## src/rtl/core/mcbpp_pkg.sv

```systemverilog
// shared types and constants of the byte pipe pool
`timescale 1ns / 1ps

package mcbpp_pkg;

  localparam int unsigned PIPES_DEF     = 8;
  localparam int unsigned BUF_BYTES_DEF = 256;
  localparam int unsigned MAX_READ_DEF  = 64;

  localparam int unsigned CMD_W    = 2;
  localparam int unsigned HANDLE_W = 4;
  localparam int unsigned LEN_W    = 7;
  localparam int unsigned DATA_W   = 8;
  localparam int unsigned STATUS_W = 3;

  typedef enum logic [CMD_W-1:0] {
    CMD_ALLOC = 2'd0,
    CMD_CLOSE = 2'd1,
    CMD_READ  = 2'd2,
    CMD_WRITE = 2'd3
  } cmd_e;

  typedef enum logic [STATUS_W-1:0] {
    STS_OK     = 3'd0,
    STS_BAD    = 3'd1,
    STS_NOFREE = 3'd2,
    STS_BLOCK  = 3'd3,
    STS_EPIPE  = 3'd4,
    STS_EOF    = 3'd5
  } status_e;

  typedef enum logic [2:0] {
    FSM_IDLE = 3'b001,
    FSM_EVAL = 3'b010,
    FSM_READ = 3'b100
  } fsm_e;

  // update request from the sequencer to the pipe table
  typedef struct packed {
    logic alloc;
    logic close_rd;
    logic close_wr;
    logic wr_byte;
    logic rd_done;
  } tbl_op_t;

  // flags of the selected pipe and of the pool
  typedef struct packed {
    logic in_use;
    logic reader_open;
    logic writer_open;
    logic any_free;
  } tbl_flags_t;

endpackage

```

## src/rtl/core/mcbpp_table.sv

```systemverilog
// per-pipe pointers, fill levels and open flags with free slot search
`timescale 1ns / 1ps

module mcbpp_table
  import mcbpp_pkg::*;
#(
  parameter int unsigned PIPES     = PIPES_DEF,
  parameter int unsigned BUF_BYTES = BUF_BYTES_DEF,
  localparam int unsigned PW       = (PIPES > 1) ? $clog2(PIPES) : 1,
  localparam int unsigned BW       = $clog2(BUF_BYTES),
  localparam int unsigned FW       = $clog2(BUF_BYTES + 1)
) (
  input  logic             clk_i,
  input  logic             rst_ni,
  input  logic [PW-1:0]    sel_i,
  input  tbl_op_t          op_i,
  input  logic [BW-1:0]    rd_ptr_new_i,
  input  logic [LEN_W-1:0] take_i,
  output tbl_flags_t       flags_o,
  output logic [BW-1:0]    wr_ptr_o,
  output logic [BW-1:0]    rd_ptr_o,
  output logic [FW-1:0]    fill_o,
  output logic [PW-1:0]    free_idx_o
);

  logic [BW-1:0] wp_q   [PIPES];
  logic [BW-1:0] rp_q   [PIPES];
  logic [FW-1:0] fill_q [PIPES];
  logic [PIPES-1:0] ro_q;
  logic [PIPES-1:0] wo_q;
  logic [PIPES-1:0] use_q;

  logic          sel_ok;
  logic [PW-1:0] free_idx;
  logic          any_free;
  logic [BW-1:0] wp_next;

  assign sel_ok = 32'(sel_i) < PIPES;

  always_comb begin
    free_idx = '0;
    any_free = 1'b0;
    for (int i = PIPES - 1; i >= 0; i--) begin
      if (!use_q[i]) begin
        free_idx = PW'(i);
        any_free = 1'b1;
      end
    end
  end

  always_comb begin
    flags_o.in_use      = sel_ok && use_q[sel_i];
    flags_o.reader_open = sel_ok && ro_q[sel_i];
    flags_o.writer_open = sel_ok && wo_q[sel_i];
    flags_o.any_free    = any_free;
    wr_ptr_o = sel_ok ? wp_q[sel_i] : '0;
    rd_ptr_o = sel_ok ? rp_q[sel_i] : '0;
    fill_o   = sel_ok ? fill_q[sel_i] : '0;
  end

  assign free_idx_o = free_idx;
  assign wp_next = (wr_ptr_o == BW'(BUF_BYTES - 1)) ? '0 : wr_ptr_o + 1'b1;

  always_ff @(posedge clk_i or negedge rst_ni) begin
    if (!rst_ni) begin
      for (int i = 0; i < PIPES; i++) begin
        wp_q[i]   <= '0;
        rp_q[i]   <= '0;
        fill_q[i] <= '0;
      end
      ro_q  <= '0;
      wo_q  <= '0;
      use_q <= '0;
    end else begin
      if (op_i.alloc) begin
        wp_q[free_idx]   <= '0;
        rp_q[free_idx]   <= '0;
        fill_q[free_idx] <= '0;
        ro_q[free_idx]   <= 1'b1;
        wo_q[free_idx]   <= 1'b1;
        use_q[free_idx]  <= 1'b1;
      end
      if (op_i.close_rd) begin
        ro_q[sel_i] <= 1'b0;
        if (!wo_q[sel_i]) begin
          use_q[sel_i] <= 1'b0;
        end
      end
      if (op_i.close_wr) begin
        wo_q[sel_i] <= 1'b0;
        if (!ro_q[sel_i]) begin
          use_q[sel_i] <= 1'b0;
        end
      end
      if (op_i.wr_byte) begin
        wp_q[sel_i]   <= wp_next;
        fill_q[sel_i] <= fill_o + 1'b1;
      end
      if (op_i.rd_done) begin
        rp_q[sel_i]   <= rd_ptr_new_i;
        fill_q[sel_i] <= fill_o - FW'(take_i);
      end
    end
  end

endmodule

```

## config.mk

```make
export PLATFORM = sky130hd
export DESIGN_NAME = mcbpp_table
export DESIGN_NICKNAME = d
export VERILOG_FILES = /design/src/rtl/core/mcbpp_pkg.sv /design/src/rtl/core/mcbpp_table.sv
export SDC_FILE = /design/constraint.sdc
export NUM_CORES = 1
export LEC_CHECK = 0
export BUFFER_PORTS_ARGS = -buffer_cell sky130_fd_sc_hd__buf_2
export CORE_MARGIN = 2
export CORE_UTILIZATION = 60
export DETAILED_ROUTE_END_ITERATION = 10
export MAX_ROUTING_LAYER = met4
export PLACE_DENSITY = 0.81
export SLEW_MARGIN = 30
export SYNTH_ARGS = -nofsm -noshare
export SYNTH_HDL_FRONTEND = slang
export SYNTH_SLANG_ARGS = --single-unit
```

## constraint.sdc

```tcl
create_clock -name clk_i -period 4.3 [get_ports clk_i]
set_input_delay 1.29 -clock clk_i [delete_from_list [all_inputs] [get_ports clk_i]]
set_output_delay 1.29 -clock clk_i [all_outputs]
set_load 0.005 [all_outputs]
```

# Word level (Yosys, flattened, before mapping)
# Cells that the tools add are included.
totals:
  wordCells: 122
  reg_bits: 224
  input_bits: 25
  output_inout_bits: 32
op_classes:
  muxes: 64
  add_sub_neg: 3
  eq_ne: 1
  order_cmp: 8
  n_reduce_logical: 4
  bitwise_logic: 15
ops:
  columns: ["operator", "n"]
  rows:
  - ["$mux 64", 4]
  - ["$mux 72", 3]
  - ["$bwmux 72", 2]
  - ["$and 64x64->64", 2]
  - ["$bwmux 64", 2]
  - ["$mux 8", 16]
  - ["$and 72x72->72", 1]
  - ["$not 72->72", 1]
  - ["$not 64->64", 1]
  - ["$demux 9 s3", 2]
  - ["$bmux 8 s3", 2]
  - ["$demux 8 s3", 2]
  - ["$mux 9", 4]
  - ["$and 8x8->8", 4]
  - ["$bmux 9 s3", 1]
  - ["$mux 3", 8]
  - ["$or 8x8->8", 3]
  - ["$mux 1", 13]
  - ["$add 9x1->9 const B", 1]
  - ["$bmux 1 s3", 3]
  - ["$sub 9x7->9", 1]
  - ["$add 8x1->8 const B", 1]
  - ["$eq 8x8->1 const B", 1]
  - ["$ge 4x4->1 const B", 2]
  - ["7 further kinds", 15]

# Depth between registers and ports, before layout
depth:
  depth_word: 20
  mapped_depth: 16
  depth_no_buf: 12

# Worst setup path after synthesis
# Ideal clock, no wire load.
synth_timing:
  path_type: "input to register"
  start: "input port sel_i[1]"
  end: "register fill_q[17] (netlist name)"
  n_path_buf: 3
  required_ns: 4.153
  path_stages: 13
  setup_ns: 0.147
  arrival_ns: 4.268
  path_slack_ns: -0.115
  path_cell_list: "buf_6 buf_12 inv_1 buf_2 mux4_2 nand2_1 ha_1 o21a_1 o31a_1 o31a_1 or3_1 xnor2_2 a221oi_1"
synth_between:
  elab_chain_cells: 9
  elab_cells_between_ends: 15
  cone_classes: "add/sub: 2; order compare: 2; mux: 9; bitwise: 1; reduce/logical: 1"
synth_rtl:
  columns: ["element", "line_no", "text"]
  rows:
  - ["start: declaration", "mcbpp_table.sv:15", "input logic [PW-1:0] sel_i,"]
  - ["$not 3->4 (not written as such) *", "mcbpp_table.sv:58", "fill_o = sel_ok ? fill_q[sel_i] : '0;"]
  - ["$bmux 9 s3 *", "mcbpp_table.sv:58", null]
  - ["$mux 9 (not written as such) * (2 in series)", "mcbpp_table.sv:58", null]
  - ["net fill_o[3]", "mcbpp_table.sv:22", "output logic [FW-1:0] fill_o,"]
  - ["$add 9x1->9", "mcbpp_table.sv:97", "fill_q[sel_i] <= fill_o + 1'b1;"]
  - ["$bwmux 72", "mcbpp_table.sv:97", null]
  - ["$mux 72", "mcbpp_table.sv:95", "if (op_i.wr_byte) begin"]
  - ["$bwmux 72", "mcbpp_table.sv:101", "fill_q[sel_i] <= fill_o - FW'(take_i);"]
  - ["$mux 72 *", "mcbpp_table.sv:99", "if (op_i.rd_done) begin"]
  - ["end signal: indexed assignment", "mcbpp_table.sv:97", null]
  - ["end signal: indexed assignment", "mcbpp_table.sv:101", null]
  - ["end: declaration", "mcbpp_table.sv:28", "logic [FW-1:0] fill_q [PIPES];"]
# The timed path passes the listed nets; every way through them passes the cells marked *. The select of a mux whose other input is x is not followed.

# Worst setup path in the final report
layout_timing:
  start: "input port sel_i[2]"
  end: "output port fill_o[8]"
layout_between:
  elab_chain_cells: 4
layout_rtl:
  columns: ["element", "line_no"]
  rows:
  - ["$not 3->4 (not written as such)", "mcbpp_table.sv:58"]
  - ["$bmux 9 s3", "mcbpp_table.sv:58"]
  - ["$mux 9 (not written as such) (2 in series)", "mcbpp_table.sv:58"]
  - ["end: declaration", "mcbpp_table.sv:22"]
# Every way passes these cells. The select of a mux whose other input is x is not followed.

==> Flow_metrics.wiki <==
{| class="wikitable"
! Metric !! Value
|-
| Outcome || finished clean
|-
| Iter 0 DRT Violations || 1564
|-
| Reg-to-Reg Start || fill_q[1]$_DFF_PN0_
|-
| Cell count after synthesis || 1263
|-
| Resized Gates After CTS || 0
|-
| Setup total negative slack || 0 ns
|-
| Ratio of final minimum period to clock period || 98.8%
|-
| Kind of start point of the critical path || primary input
|-
| Die extent in x || 146 um
|-
| Cell depth of the worst flop-to-flop path || 10
|-
| Area overhead of the layout relative to synthesis || 16.4%
|-
| Leading cell type in the layout, fill and taps excluded || dfrtp_1
|-
| Worst-Margin Slew || 1.10 ns
|-
| Most frequent cells in the layout || 224 x dfrtp_1, 223 x nand2_1, 113 x buf_4
|-
| Endpoint required time on the critical path || 3.01 ns
|-
| CTS tree || done
|-
| CP startpoint || sel_i[2]
|-
| Compound-Gate Fraction of Synth Area || 21.6%
|-
| Count of port buffers added during placement || 56
|-
| Die extent in y || 146 um
|-
| I/O pin count || 57
|-
| Placed Cells || 1605
|-
| Largest net degree at the start of global routing || 94
|-
| Number of global-route vias before repair || 11500
|-
| Setup repair after global routing missed its margin || no
|-
| Post-layout net count || 1401
|-
| Proportion of synthesized flip-flops having asynchronous set or reset || between 90% and 100%
|-
| Die area || roughly 0.021 sq mm
|-
| Num Clock Sinks || about 220
|-
| R2r endpoint || fill_q[17]$_DFF_PN0_
|-
| Sink of the worst hold path || wp_q[62]$_DFF_PN0_
|-
| Hold wc startpoint || wp_q[62]$_DFF_PN0_
|-
| GR Overflow Total || 0
|-
| Final critical path time including I/O delays and setup || 4.25 ns
|-
| Routed len/inst || 26.0 um
|-
| Fraction of the mapped netlist area in adder cells || 1.10%
|-
| Fraction of the yosys area taken by sequential cells || 46.6%
|-
| Post-route total power || 8.53 mW
|-
| DRC violation count after routing || 0
|-
| Core Box Area || 0.0196 sq mm
|-
| Via count || 11600
|-
| Mux share of post-synthesis cell area || 7.32%
|-
| Total nets after synthesis || 1298
|-
| Count of state elements after synthesis || 224
|-
| Number of standard cells in the final layout excluding fillers || 1650
|-
| Number of unique standard cell types used by synthesis || 85
|-
| Avg Synthesized Cell Area || 9.53 sq um
|-
| Num rows || a little over 50
|-
| Final clock skew || 0.0192 ns
|-
| Per-cell via count in the routed design || 7.01
|-
| Pleak || 6.29 nW
|-
| Crit path arrival time || between 2 and 3 ns
|-
| Post-CTS setup buffers || 0
|-
| Kind of critical path || primary input to output port
|-
| Dominant synthesized flop cell || dfrtp_1
|-
| Simple-gate share of the synthesized area || 17.0%
|-
| Gp weighted congestion || about 1.1
|-
| Total length of routed wires || 42900 um
|-
| Ranking of synthesized cells by area || dfrtp_1 47%, nand2_1 7.0%, o21ai_0 4.2%
|-
| Post-place instance area || 0.0132 sq mm
|-
| Worst hold stages || 2
|-
| Class of the tightest hold or removal check || flip-flop to flip-flop
|-
| Final worst slack || approximately 0.052 ns
|-
| Achievable clock frequency || 235 MHz
|-
| Number of H-tree branching levels || 1
|-
| Largest voltage drop on the vdd net || 0.000410 V
|-
| Insertion delay of the later-clocked pin in the worst-skew pair || 0.55 ns
|-
| Fraction of final layout cells sized beyond drive strength 1 || 21.2%
|-
| Global-route wire length before repair || 66200 um
|-
| Number of iterations in the first detailed-routing pass || 6
|-
| Total non-filler cell area in the finished layout || 0.0140 sq mm
|-
| CP endpoint kind || output port
|-
| Gr usage total || 41.7%
|-
| Number of clock buffers inserted by TritonCTS || 24
|-
| XOR/XNOR share of the synthesized area || 1.30%
|-
| Cell area power density || between 600 and 700 mW/mm^2
|-
| Endpoints failing hold || 0
|-
| Final number of setup-violating endpoints || 0
|-
| Count of yosys warnings during synthesis || 0
|-
| Netlist Area Pre-Place || approximately 0.012 sq mm
|-
| Largest family of logic cells by synthesized area || compound AO/OA/AOI/OAI gates
|-
| Flop-to-flop setup slack || 1.20 ns
|-
| Share of the synthesized area in the top cell type || 46.6%
|-
| Buffer type at the clock tree root || clkbuf_16
|-
| Antenna violations before repair || 1
|-
| Leading area contributor after synthesis || dfrtp_1
|-
| HPWL after detailed placement || 28600 um
|-
| Clock buffer depth || 3
|-
| Placement Setup Slack || 0.00513 ns
|-
| Worst Path Max Fanout || 13
|-
| Hold buffer count at cts || 0
|-
| Initial core utilization || a little over 60%
|-
| Clock-pin slew on the worst setup and hold paths || 0.06 ns
|-
| Remaining number of nets flagged by the antenna check after routing || 0
|-
| Number of synthesized flops with an enable pin || 0
|-
| Max-slew violations || 0
|-
| Max-Cap Viols || 0
|-
| Slew Limit Headroom || roughly a quarter
|}
## cell type report
type,instances,area [sq um]
diodes,1,2.50
clock buffers,34,668
clock inverters,10,158
fillers,1445,5570
inverters,27,101
multi-input cells,913,5880
flip-flops and latches,224,5610
well taps,265,332
repair buffers,176,1270
## cells in the mapped netlist, drive strengths merged, types with 16 or more instances
library cell and n:
a21oi 82, a221oi 24, a22o 17, a22oi 54, buf 28, clkbuf 71
dfrtp 224, inv 27, mux2i 22, mux4 26, nand2 226, nand2b 18
nand3 32, nand4 16, nor2 94, o21ai 111, o22ai 23
## registers in the layout, indices dropped and copies added (netlist names)
name,cells
fill_q,72
rp_q,64
wp_q,64
ro_q,8
use_q,8
wo_q,8
## worst max-delay path: stages
cell	delay [ns]
buf_2	0.28
buf_4	0.22
buf_4	0.20
or2_2	0.16
o32ai_1	0.08
nor4_2	0.46
inv_1	0.11
buf_2	0.15
## stage by stage
step / utilization (%) / hold WS (ns)
5_1_grt: 71.6 / 0.510
4_1_cts: 71.5 / 0.480
2_1_floorplan: - / 0.442
6_report: 71.6 / 0.483
3_3_place_gp: 67.3 / 0.455
3_5_place_dp: 67.3 / 0.467
## logic make-up (layout without fill, tap and decap cells)
kind of cell             after synthesis  in the layout
AND/OR/NAND/NOR                      450            450
AO/OA/AOI/OAI                        386            386
flip-flops                           224            224
buffers and inverters                126            247
multiplexers                          53             53
XOR/XNOR                              14             14
adder cells (fa/ha/maj)               10             10
other                                  0              1
## power by group
part / switching [mW] / total [mW] / internal (mW)
logic: 1.81 / 3.11 / 1.30
clock network: 0.894 / 2.17 / 1.27
registers: 0.471 / 3.25 / 2.78
## metal layers
| layer | vias up | track usage, % | wire length (um) |
|---|---|---|---|
| met3 | 254 | 10.6 | 5780 |
| met4 | 0 | 24.7 | 2870 |
| met1 | 5548 | 54.0 | 15400 |
| met5 | - | - | 0 |
| li1 | 4797 | - | - |
| met2 | 967 | 59.5 | 18800 |
## how the worst max path moves through the flow
stage,to,slack [ns]
4_1_cts,wr_ptr_o[5],0.08
3_3_place_gp,fill_q[17]$_DFF_PN0_,0.07
6_report,fill_o[8],0.05
2_1_floorplan,fill_q[17]$_DFF_PN0_,0.02
5_1_grt,fill_o[8],0.02
3_5_place_dp,fill_q[17]$_DFF_PN0_,0.005
(Power assumes the default switching activity.)
